File: src/wtsb_pkg.sv
// Shared constants, types and helpers of the wrapped texture sampler.
`default_nettype none

package wtsb_pkg;

	localparam int MAX_TEXELS = 65536;
	localparam int MAX_SIDE   = 256;
	localparam int FRAC_BITS  = 16;

	localparam int ADDR_W  = $clog2(MAX_TEXELS);
	localparam int COORD_W = $clog2(MAX_SIDE);
	localparam int SIDE_W  = COORD_W + 1;
	localparam int UV_W    = 32;
	localparam int CH_W    = 8;
	localparam int TEXEL_W = 3 * CH_W;
	localparam int CFG_W   = 9;
	localparam int QDEPTH  = 2;

	typedef enum logic {
		OP_LOAD   = 1'b0,
		OP_SAMPLE = 1'b1
	} op_t;

	typedef enum logic [1:0] {
		REG_WIDTH  = 2'd0,
		REG_HEIGHT = 2'd1,
		REG_FILTER = 2'd2
	} cfg_reg_t;

	typedef struct packed {
		op_t                op;
		logic [ADDR_W-1:0]  addr;
		logic [TEXEL_W-1:0] texel;
		logic [COORD_W-1:0] x;
		logic [COORD_W-1:0] y;
		logic [SIDE_W-1:0]  w;
		logic [SIDE_W-1:0]  h;
		logic               filt;
	} wtsb_entry_t;

	function automatic logic [SIDE_W-1:0] clamp_side(input logic [CFG_W-1:0] s);
		logic [SIDE_W-1:0] r;
		if (s == '0) begin
			r = SIDE_W'(1);
		end else if (s > CFG_W'(MAX_SIDE)) begin
			r = SIDE_W'(MAX_SIDE);
		end else begin
			r = SIDE_W'(s);
		end
		return r;
	endfunction

endpackage

`default_nettype wire

File: src/wtsb_queue.sv
// Short queue of classified items between the front end and the texel engine.
`default_nettype none

module wtsb_queue import wtsb_pkg::*; (
	input  wire logic        clk,
	input  wire logic        arst_n,
	input  wire logic        push_valid,
	input  wire wtsb_entry_t push_entry,
	output      logic        full,
	output      logic        head_valid,
	output      wtsb_entry_t head_entry,
	input  wire logic        pop
);

	localparam int PTR_W = $clog2(QDEPTH);
	localparam int CNT_W = $clog2(QDEPTH + 1);

	wtsb_entry_t        slot_q [QDEPTH];
	logic [PTR_W-1:0]   wr_ptr_q, rd_ptr_q;
	logic [CNT_W-1:0]   count_q;
	logic               do_push, do_pop;

	assign full       = (count_q == CNT_W'(QDEPTH));
	assign head_valid = (count_q != '0);
	assign head_entry = slot_q[rd_ptr_q];
	assign do_push    = push_valid && !full;
	assign do_pop     = pop && head_valid;

	always_ff @(posedge clk or negedge arst_n) begin
		if (!arst_n) begin
			wr_ptr_q <= '0;
			rd_ptr_q <= '0;
			count_q  <= '0;
		end else begin
			if (do_push) begin
				wr_ptr_q <= PTR_W'(wr_ptr_q + 1'b1);
			end
			if (do_pop) begin
				rd_ptr_q <= PTR_W'(rd_ptr_q + 1'b1);
			end
			case ({do_push, do_pop})
				2'b10:   count_q <= CNT_W'(count_q + 1'b1);
				2'b01:   count_q <= CNT_W'(count_q - 1'b1);
				default: ;
			endcase
		end
	end

	always_ff @(posedge clk) begin
		if (do_push) begin
			slot_q[wr_ptr_q] <= push_entry;
		end
	end

endmodule

`default_nettype wire

File: config.mk
export PLATFORM = sky130hd
export DESIGN_NAME = wtsb_queue
export DESIGN_NICKNAME = d
export VERILOG_FILES = /design/src/wtsb_pkg.sv /design/src/wtsb_queue.sv
export SDC_FILE = /design/constraint.sdc
export NUM_CORES = 1
export LEC_CHECK = 0
export ABC_AREA = 1
export BUFFER_PORTS_ARGS = -buffer_cell sky130_fd_sc_hd__buf_2
export CORE_MARGIN = 2
export CORE_UTILIZATION = 47
export CTS_CLUSTER_SIZE = 24
export DETAILED_ROUTE_END_ITERATION = 12
export PLACE_DENSITY = 0.73
export SETUP_SLACK_MARGIN = 0.15
export SYNTH_ARGS = -nofsm -noshare
export SYNTH_HDL_FRONTEND = slang
export SYNTH_SLANG_ARGS = --single-unit
File: constraint.sdc
create_clock -name clk -period 4.5 [get_ports clk]
set_clock_uncertainty 0.1 [all_clocks]
set_input_delay 0.225 -clock clk [delete_from_list [all_inputs] [get_ports clk]]
set_output_delay 0.225 -clock clk [all_outputs]
set_load 0.005 [all_outputs]
==> impl_metrics.env <==
export IMPL_finalCriticalPeriod_ns=2.44
export IMPL_nFillCells=852
export IMPL_syn_nets=510
export IMPL_synth_sequential_area_ratio=0.808
export IMPL_p_sw_frac=0.305
export IMPL_antenna_found_initial=0
export IMPL_grt_max_degree=78
export IMPL_remaining_drc_errors=0
export IMPL_htreeDepth=4
export IMPL_start_kind="flip-flop"
export IMPL_fin_area_um2=8030
export IMPL_syn_to_final_growth_pct=39.1
export IMPL_regArea_um2=4670
export IMPL_dieHeight_um=115
export IMPL_vdd_drop_max_v=0.000468
export IMPL_place_hpwl_um=6630
export IMPL_critPathCaptureType="flip-flop"
export IMPL_grt_first_pass_wirelength_um=18400
export IMPL_yosys_area_top_type="edfxtp_1"
export IMPL_final_hold_violation_count=0
export IMPL_drt_wl_total_um=11800
export IMPL_path_class="flip-flop to flip-flop"
export IMPL_multi_input_area_um2=956
export IMPL_grt_usage=0.184
export IMPL_total_switching_power_mw=1.47
export IMPL_p_comb_frac=0.283
export IMPL_postRouteAntennaNets=0
export IMPL_internal_power_mw=3.36
export IMPL_dieArea_um2=13200
export IMPL_rsz0062_at_grt="false"
export IMPL_tritoncts="done"
export IMPL_initial_core_util=0.481
export IMPL_place_area_um2=6660
export IMPL_fp_dieW_um=115
export IMPL_yosys_warnings=0
export IMPL_path_max_fanout=39
export IMPL_setup_viol=0
export IMPL_yosys_cell_types_count=14
export IMPL_vias_per_cell=4.72
export IMPL_cts_made_buffers=17
export IMPL_syn_area_um2=5770
export IMPL_grt_overflow_total=0
export IMPL_p_leak_nw=3.48
export IMPL_clk_latency_ns=0.41
export IMPL_synth_seq_cells=156
export IMPL_dr_pass1_iters=4
export IMPL_tightest_slew_ns=1.11
export IMPL_portBuffers=157
export IMPL_finalNetCount=750
export IMPL_cts_root_buf="clkbuf_16"
export IMPL_clock_sinks=156
export IMPL_drive_gt1_frac=0.280
export IMPL_synth_top_area_frac=0.791
export IMPL_drt_iter0_drc=174
export IMPL_relSlewSlack=0.258
export IMPL_vias=3912
export IMPL_yosys_top_cells_area="edfxtp_1 79%, nand2_1 15%, dfrtp_1 1.7%"
export IMPL_clockBufferDepth=2
export IMPL_clk_pin_slew_ns=0.06
export IMPL_timing_critical_path_required_ns=4.49
export IMPL_syn_inst=429
export IMPL_hold_class="primary input to flip-flop"
export IMPL_wl_per_cell_um=14.2
export IMPL_avgSynthCellArea_um2=13.5
export IMPL_status="complete, no violations"
export IMPL_pwr_share_clk=0.289
export IMPL_post_route_period_util=0.541
export IMPL_setup_tns_ns=0
export IMPL_pin_count=158
export IMPL_cap_viol_max_count=0
export IMPL_max_freq_mhz=411
export IMPL_powerDensity_nw_per_um2=603
export IMPL_p_seq_frac=0.428
export IMPL_finalMaxSlewViolations=0
export IMPL_diodes=0
export IMPL_cp_arrival_ns=2.42
export IMPL_placementRows=40
export IMPL_grt_pass1_vias=3941
export IMPL_core_area_um2=12000
export IMPL_gp_congestion=0.732
## placed cells by master, fill, tap and decap left out, types with 2 or more instances in the layout
cell	n
dlygate4sd3_1	78
buf_2	157
bufinv_16	3
edfxtp_1	152
inv_1	7
dfrtp_1	3
clkinv_2	3
buf_4	2
clkinv_1	2
clkinvlp_4	3
clkbuf_16	17
clkbuf_1	3
clkinv_4	2
nand2_1	238
nand3_1	3
## power by group through the flow
| stage | combinational [mW] | sequential [mW] | clock [mW] |
|---|---|---|---|
| 2_1_floorplan | 0.798 | 2.09 | 0 |
| 3_3_place_gp | 1.31 | 2.08 | 0 |
| 3_5_place_dp | 1.34 | 2.10 | 0 |
| 4_1_cts | 1.40 | 2.07 | 1.42 |
| 5_1_grt | 1.56 | 2.10 | 1.48 |
| 6_report | 1.37 | 2.07 | 1.40 |
## sequential cells by signal, summed over array words and instances, names as in the netlist
name,flops
slot_q,152
wr_ptr_q,1
rd_ptr_q,1
count_q,2
## worst paths after layout
kind	from	to	slack [ns]	cells past startpoint
setup / recovery	count_q[1]$_DFFE_PN0P_	slot_q[1][24]$_DFFE_PP_	2.06	4
hold / removal	push_valid	wr_ptr_q$_DFFE_PN0N_	0.03	3
setup reg to reg	count_q[1]$_DFFE_PN0P_	slot_q[1][24]$_DFFE_PP_	2.06	4
hold reg to reg	wr_ptr_q$_DFFE_PN0N_	wr_ptr_q$_DFFE_PN0N_	0.40	2
max in group asynchronous	arst_n	rd_ptr_q$_DFFE_PN0P_	4.10	2
min in group asynchronous	arst_n	count_q[1]$_DFFE_PN0P_	0.06	2
## Yosys cell counts, drive strengths merged
cell type / count
buf: 17
dfrtp: 4
edfxtp: 152
ha: 1
inv: 9
nand2: 238
nand3: 3
nand4: 1
nor2: 2
o21ai: 1
xnor2: 1
## area by class of cell
class	count	share of cell area
clock buffer	20	0.0544
sequential	156	0.581
timing repair buffer	238	0.199
tap	147	0.0229
multi-input combinational	247	0.119
clock inverter	12	0.0184
inverter	9	0.00468
## metrics by stage
stage,setup slack [ns],hold slack (ns),utilization,instances,power (mW)
global route,1.84,0.0681,0.668,829,5.14
global placement,2.11,-0.0628,0.555,719,3.39
CTS,2.01,0.0136,0.668,829,4.88
floorplan,1.39,-0.171,-,429,2.89
finish,2.06,0.0336,0.668,829,4.84
detailed placement,2.04,-0.0611,0.555,719,3.43
## kinds of logic after synthesis
family | count (synthesis) | synth area share
AO/OA/AOI/OAI | 1 | 0.000866
flip-flops | 156 | 0.808
buffers and inverters | 26 | 0.0277
adder cells (fa/ha/maj) | 1 | 0.00217
AND/OR/NAND/NOR | 244 | 0.160
XOR/XNOR | 1 | 0.00152
## worst max-delay path, stage by stage, from the launching register on
cell and delay (ns):
dfrtp_1 0.39, inv_1 0.12, o21ai_0 0.23, nor2_4 0.91, buf_12 0.33
## metal layers
layer / routed length [um] / global-route usage / part of all wire / up-vias
met3: 753 / 0.0527 / 0.064 / 18
met5: 0 / 0 / 0 / -
met1: 4820 / 0.218 / 0.41 / 1823
met2: 6070 / 0.321 / 0.51 / 147
li1: - / - / - / 1924
met4: 160 / 0.0723 / 0.014 / 0
## repair_timing
item                                   4_1_cts  5_1_grt
hold buffers                                78        0
setup buffers                                0        0
resized for setup                            0        0
setup endpoints to repair                    0        0
endpoints found under the hold margin      157        0
Note: power is estimated with default switching activity, not from simulation.
