<file path="src/wtsb_pkg.sv">
// Shared constants, types and helpers of the wrapped texture sampler.
`default_nettype none

package wtsb_pkg;

	localparam int MAX_TEXELS = 65536;
	localparam int MAX_SIDE   = 256;
	localparam int FRAC_BITS  = 16;

	localparam int ADDR_W  = $clog2(MAX_TEXELS);
	localparam int COORD_W = $clog2(MAX_SIDE);
	localparam int SIDE_W  = COORD_W + 1;
	localparam int UV_W    = 32;
	localparam int CH_W    = 8;
	localparam int TEXEL_W = 3 * CH_W;
	localparam int CFG_W   = 9;
	localparam int QDEPTH  = 2;

	typedef enum logic {
		OP_LOAD   = 1'b0,
		OP_SAMPLE = 1'b1
	} op_t;

	typedef enum logic [1:0] {
		REG_WIDTH  = 2'd0,
		REG_HEIGHT = 2'd1,
		REG_FILTER = 2'd2
	} cfg_reg_t;

	typedef struct packed {
		op_t                op;
		logic [ADDR_W-1:0]  addr;
		logic [TEXEL_W-1:0] texel;
		logic [COORD_W-1:0] x;
		logic [COORD_W-1:0] y;
		logic [SIDE_W-1:0]  w;
		logic [SIDE_W-1:0]  h;
		logic               filt;
	} wtsb_entry_t;

	function automatic logic [SIDE_W-1:0] clamp_side(input logic [CFG_W-1:0] s);
		logic [SIDE_W-1:0] r;
		if (s == '0) begin
			r = SIDE_W'(1);
		end else if (s > CFG_W'(MAX_SIDE)) begin
			r = SIDE_W'(MAX_SIDE);
		end else begin
			r = SIDE_W'(s);
		end
		return r;
	endfunction

endpackage

`default_nettype wire

</file>
<file path="src/wtsb_front.sv">
// Front end: configuration registers, item intake and texel coordinate mapping.
`default_nettype none

module wtsb_front import wtsb_pkg::*; (
	input  wire logic                 clk,
	input  wire logic                 arst_n,
	input  wire logic                 start,
	output      logic                 busy,
	input  wire logic                 op,
	input  wire logic [ADDR_W-1:0]    texel_index,
	input  wire logic [CH_W-1:0]      red_in,
	input  wire logic [CH_W-1:0]      green_in,
	input  wire logic [CH_W-1:0]      blue_in,
	input  wire logic signed [UV_W-1:0] u_coord,
	input  wire logic signed [UV_W-1:0] v_coord,
	input  wire logic                 cfg_we,
	input  wire logic [1:0]           cfg_index,
	input  wire logic [CFG_W-1:0]     cfg_data,
	output      logic                 push_valid,
	output      wtsb_entry_t          push_entry,
	input  wire logic                 q_full
);

	logic [SIDE_W-1:0] width_q, height_q;
	logic              filter_q;

	logic                 v_s1;
	op_t                  op_s1;
	logic [ADDR_W-1:0]    addr_s1;
	logic [TEXEL_W-1:0]   texel_s1;
	logic [FRAC_BITS-1:0] fu_s1, fv_s1;
	logic [SIDE_W-1:0]    w_s1, h_s1;
	logic                 filt_s1;

	logic                          accept;
	logic [FRAC_BITS+SIDE_W-1:0]   prod_x;
	logic [FRAC_BITS:0]            vinv;
	logic [FRAC_BITS+SIDE_W:0]     prod_y;
	logic [SIDE_W-1:0]             x_raw;
	logic [SIDE_W:0]               y_raw;
	logic [COORD_W-1:0]            x_map, y_map;

	assign busy   = v_s1 && q_full;
	assign accept = start && !busy;

	always_ff @(posedge clk or negedge arst_n) begin
		if (!arst_n) begin
			width_q  <= SIDE_W'(MAX_SIDE);
			height_q <= SIDE_W'(MAX_SIDE);
			filter_q <= 1'b0;
		end else if (cfg_we) begin
			case (cfg_index)
				REG_WIDTH:  width_q  <= clamp_side(cfg_data);
				REG_HEIGHT: height_q <= clamp_side(cfg_data);
				REG_FILTER: filter_q <= cfg_data[0];
				default:    ;
			endcase
		end
	end

	always_ff @(posedge clk or negedge arst_n) begin
		if (!arst_n) begin
			v_s1 <= 1'b0;
		end else if (accept) begin
			v_s1 <= 1'b1;
		end else if (!q_full) begin
			v_s1 <= 1'b0;
		end
	end

	always_ff @(posedge clk) begin
		if (accept) begin
			op_s1    <= op_t'(op);
			addr_s1  <= texel_index;
			texel_s1 <= {red_in, green_in, blue_in};
			fu_s1    <= u_coord[FRAC_BITS-1:0];
			fv_s1    <= v_coord[FRAC_BITS-1:0];
			w_s1     <= width_q;
			h_s1     <= height_q;
			filt_s1  <= filter_q && (width_q > SIDE_W'(1)) && (height_q > SIDE_W'(1));
		end
	end

	always_comb begin
		prod_x = {{SIDE_W{1'b0}}, fu_s1} * {{FRAC_BITS{1'b0}}, w_s1};
		x_raw  = prod_x[FRAC_BITS +: SIDE_W];
		x_map  = (x_raw >= w_s1) ? '0 : x_raw[COORD_W-1:0];
		vinv   = {1'b1, {FRAC_BITS{1'b0}}} - {1'b0, fv_s1};
		prod_y = {{SIDE_W{1'b0}}, vinv} * {{(FRAC_BITS+1){1'b0}}, h_s1};
		y_raw  = prod_y[FRAC_BITS +: (SIDE_W+1)];
		y_map  = (y_raw >= {1'b0, h_s1}) ? '0 : y_raw[COORD_W-1:0];
	end

	assign push_valid       = v_s1;
	assign push_entry.op    = op_s1;
	assign push_entry.addr  = addr_s1;
	assign push_entry.texel = texel_s1;
	assign push_entry.x     = x_map;
	assign push_entry.y     = y_map;
	assign push_entry.w     = w_s1;
	assign push_entry.h     = h_s1;
	assign push_entry.filt  = filt_s1;

endmodule

`default_nettype wire

</file>
<file path="config.mk">
export PLATFORM = sky130hd
export DESIGN_NAME = wtsb_front
export DESIGN_NICKNAME = d
export VERILOG_FILES = /design/src/wtsb_pkg.sv /design/src/wtsb_front.sv
export SDC_FILE = /design/constraint.sdc
export NUM_CORES = 1
export LEC_CHECK = 0
export BUFFER_PORTS_ARGS = -buffer_cell sky130_fd_sc_hd__buf_2
export CORE_MARGIN = 2
export CORE_UTILIZATION = 25
export CTS_CLUSTER_SIZE = 25
export DETAILED_ROUTE_END_ITERATION = 8
export PLACE_DENSITY = 0.45
export SYNTH_ARGS = -nofsm -noshare
export SYNTH_HDL_FRONTEND = slang
export SYNTH_SLANG_ARGS = --single-unit
</file>
<file path="constraint.sdc">
create_clock -name clk -period 9.75 [get_ports clk]
set_input_delay 0.4875 -clock clk [delete_from_list [all_inputs] [get_ports clk]]
set_output_delay 0.4875 -clock clk [all_outputs]
set_load 0.05 [all_outputs]
</file>
==> impl_metrics.py <==
metrics = {
    "layout": {
        "final_cell_mix": "inv_1, fa_1, nand2_1",
        "final_nets": 1855,
        "drive_gt1_share_pct": 14.85,
        "final_common_cell": "inv_1",
        "multiInputGateArea_sq_um": 8707,
        "final_core_util_pct": 29.03,
        "area_delta_synth_final_pct": 14.57,
        "regArea_sq_um": 3266,
        "fillCellCount": 5484,
    },
    "route": {
        "wl_per_cell_um": 16.12,
        "vias": 9218,
        "finalWirelength_um": 34120,
        "viasPerCell": 4.356,
        "drtIter0Drc": 367,
        "drt_pass1_iterations": 6,
        "final_antenna_net_count": 0,
        "drcViolationCount": 0,
    },
    "power": {
        "vdd_drop_max_mv": 0.4784,
        "powerDensity_nw_per_um2": 268.3,
        "fin_total_pwr_mw": 4.004,
        "power_leakage_nw": 7.168,
    },
    "cts": {
        "clkTransAtPathRegs_ns": 0.09,
        "numCtsBuffers": 9,
        "clock_sinks": 112,
        "clk_path_buf_depth": 2,
        "cts_max_level": 3,
        "postCtsHoldBufs": 0,
        "cts_tree": "done",
        "clockRootBuffer": "clkbuf_16",
        "clk_latency_ns": 0.37,
    },
    "placed_design": {
        "post-place-ws_ns": 0.8212,
        "gp_congestion": 0.8080,
        "dpl.hpwl_um": 26520,
        "io_buffer_count": 166,
    },
    "floorplan": {
        "die_y_um": 232.3,
        "coreArea_sq_um": 51410,
        "start_util_pct": 25.34,
        "ios": 199,
        "die_w_um": 232.3,
        "num_rows": 83,
        "dieArea_sq_um": 53950,
    },
    "job": {
        "maxCapViolations": 0,
    },
    "setup_path": {
        "cp_slowest_cell": "or4_4",
        "cp.required_ns": 9.26,
        "r2r_start": "push_valid",
        "cp_max_fo": 9,
        "startpoint_type": "flip-flop",
        "r2r.worst_path.cells": 3,
        "criticalPathCategory": "flip-flop to output port",
        "arrival_ns": 8.66,
        "r2r_end": "fu_s1[1]",
        "crit_start": "fv_s1[2]",
        "max_stage_delay_ns": 0.59,
        "crit_end": "push_entry[24]",
        "r2r_slack_ns": 7.16,
        "cp-end-kind": "output port",
    },
    "timing": {
        "setup_viol": 0,
        "relSlewSlack_pct": 24.61,
        "period_needed_ns": 9.152,
        "final-hold-violation-count": 0,
        "fin_crit_sh_pct": 93.87,
        "rsz0062_at_grt": "no",
        "holdWs_ns": 0.06219,
        "layout_setup_ws_ns": 0.5978,
        "clock.fmax_ghz": 0.1093,
        "tightest_slew_ns": 1.128,
        "slew_viol_final": 0,
        "skew_ns": 0.007295,
        "setup_tns_ns": 0,
    },
    "synth": {
        "syn_inst": 1292,
        "synth_top_area_share_pct": 31.19,
        "synth_ff_type": "edfxtp_1",
        "ys_top_cells_by_area": "fa_1, edfxtp_1, ha_1, inv_1, and2_1",
        "synth_largest_area_cell": "fa_1",
        "synth_area_sq_um": 13030,
        "ys.warnings.count": 0,
        "synth_cell_type_count": 66,
        "syn-num-nets": 1718,
        "ys_seq_area_share_pct": 25.07,
        "synth-async-reset-ratio_pct": 17.86,
        "synth_area_per_cell_sq_um": 10.08,
        "synth_edf_count": 92,
        "ys_seq_elements": 112,
    },
    "global_routing": {
        "met1_usage_pct": 16.79,
        "grt_max_degree": 52,
        "top_usage_layer": "met2",
        "gr-usage-met2_pct": 24.23,
        "grt_antenna_before_repair": 3,
        "grt_pass1_vias": 10152,
        "grt_util_all_layers_pct": 13.25,
        "grt_pass1_wl_um": 55810,
        "gr-total-overflow": 0,
        "grt_use_met3_pct": 1.510,
    },
    "min_path": {
        "hp-class": "input pin to asynchronous set/reset pin",
    },
    "run_status": {
        "status": "finished, final reports clean",
    },
}
[report_power, final]
group	internal, mW	total [mW]	switching [mW]
Sequential	0.563	0.635	0.0723
Clock	0.189	0.396	0.207
Combinational	1.08	2.97	1.90
Total	1.83	4.00	2.18
[critical path: cells and delay by family (launching register included)]
kind            cells  cell delay, ns
mux                 1            0.36
compound gates      7            1.92
xor+xnor            1            0.35
fa+ha+maj           6            2.72
buf+inv             5            0.46
flops               1            0.50
simple gates        9            1.95
[sequential cells by signal, indices dropped and copies added, names as in the netlist]
name        cells
texel_s1       24
addr_s1        16
fu_s1          16
fv_s1          16
h_s1            9
height_q        9
w_s1            9
width_q         9
filt_s1         1
filter_q        1
op_s1           1
push_valid      1
[per-stage QoR]
| stage | cell area, sq um | std cells |
|---|---|---|
| global placement | 14590 | 2098 |
| finish | 14930 | 2116 |
| detailed placement | 14590 | 2098 |
| CTS | 14900 | 2114 |
| floorplan | 13030 | 1292 |
| global route | 14930 | 2116 |
[cell type report]
| class | instances | area share (%) |
|---|---|---|
| diodes | 2 | 0.03353 |
| clock buffers | 9 | 1.509 |
| clock inverters | 7 | 0.6120 |
| inverters | 239 | 6.011 |
| multi-input cells | 894 | 58.34 |
| flip-flops and latches | 112 | 21.88 |
| well taps | 680 | 5.700 |
| repair buffers | 173 | 5.918 |
[cells in the mapped netlist, types with 2 or more instances]
master,number
o41a_1,2
dfstp_2,2
xor2_1,12
a211oi_1,8
nor2b_1,13
fa_1,203
nor3b_1,2
o211ai_1,4
or3b_2,2
nor4_1,5
o2111ai_1,2
ha_1,102
nor3_1,9
a21oi_1,27
nand4_1,6
o21ai_1,5
mux2_2,4
clkbuf_1,45
and3_1,5
nor2_1,26
nand2b_1,12
nand2_1,184
buf_4,2
nor3_2,2
o21ai_0,31
mux2i_1,3
and2_1,139
nand3_1,12
a21o_1,15
nand3b_1,3
o31ai_1,4
a31oi_1,4
or4_1,2
dfrtp_1,18
inv_1,238
o21a_1,3
a211o_1,2
edfxtp_1,92
xnor2_1,15
[worst min-delay path by stage]
stage | slack [ns] | startpoint | end | depth (start not counted)
2_1_floorplan | 0.19 | arst_n | filter_q | 0
3_3_place_gp | 0.44 | height_q[0] | h_s1[0] | 0
3_5_place_dp | 0.44 | height_q[0] | h_s1[0] | 0
4_1_cts | 0.07 | arst_n | width_q[7] | 1
5_1_grt | 0.08 | arst_n | filter_q | 1
6_report | 0.06 | arst_n | filter_q | 1
[kinds of logic (layout without fill, tap and decap cells)]
logic type | count (synthesis) | after routing | synth area share, %
muxes | 7 | 7 | 0.5762
adders and majority gates | 305 | 305 | 40.99
xor gates and xnor gates | 27 | 27 | 1.815
buffers and inverters | 286 | 428 | 8.298
DFF | 112 | 112 | 25.07
and+or+nand+nor | 435 | 435 | 17.24
AOI/OAI and AO/OA | 120 | 120 | 6.012
other | 0 | 2 | 0
[layer usage]
layer	vias to the layer above	part of all wire, %	wire length (um)
met5	-	0.041	14
met2	122	52	17620
met3	22	2.5	844
li1	4337	-	-
met4	2	0.93	317
met1	4735	45	15320
[timing repair]
item,in CTS,in global routing
setup endpoints to repair,0,8
resized for setup,0,3
buffers inserted,0,0
Power figures use the tool's default switching activity.
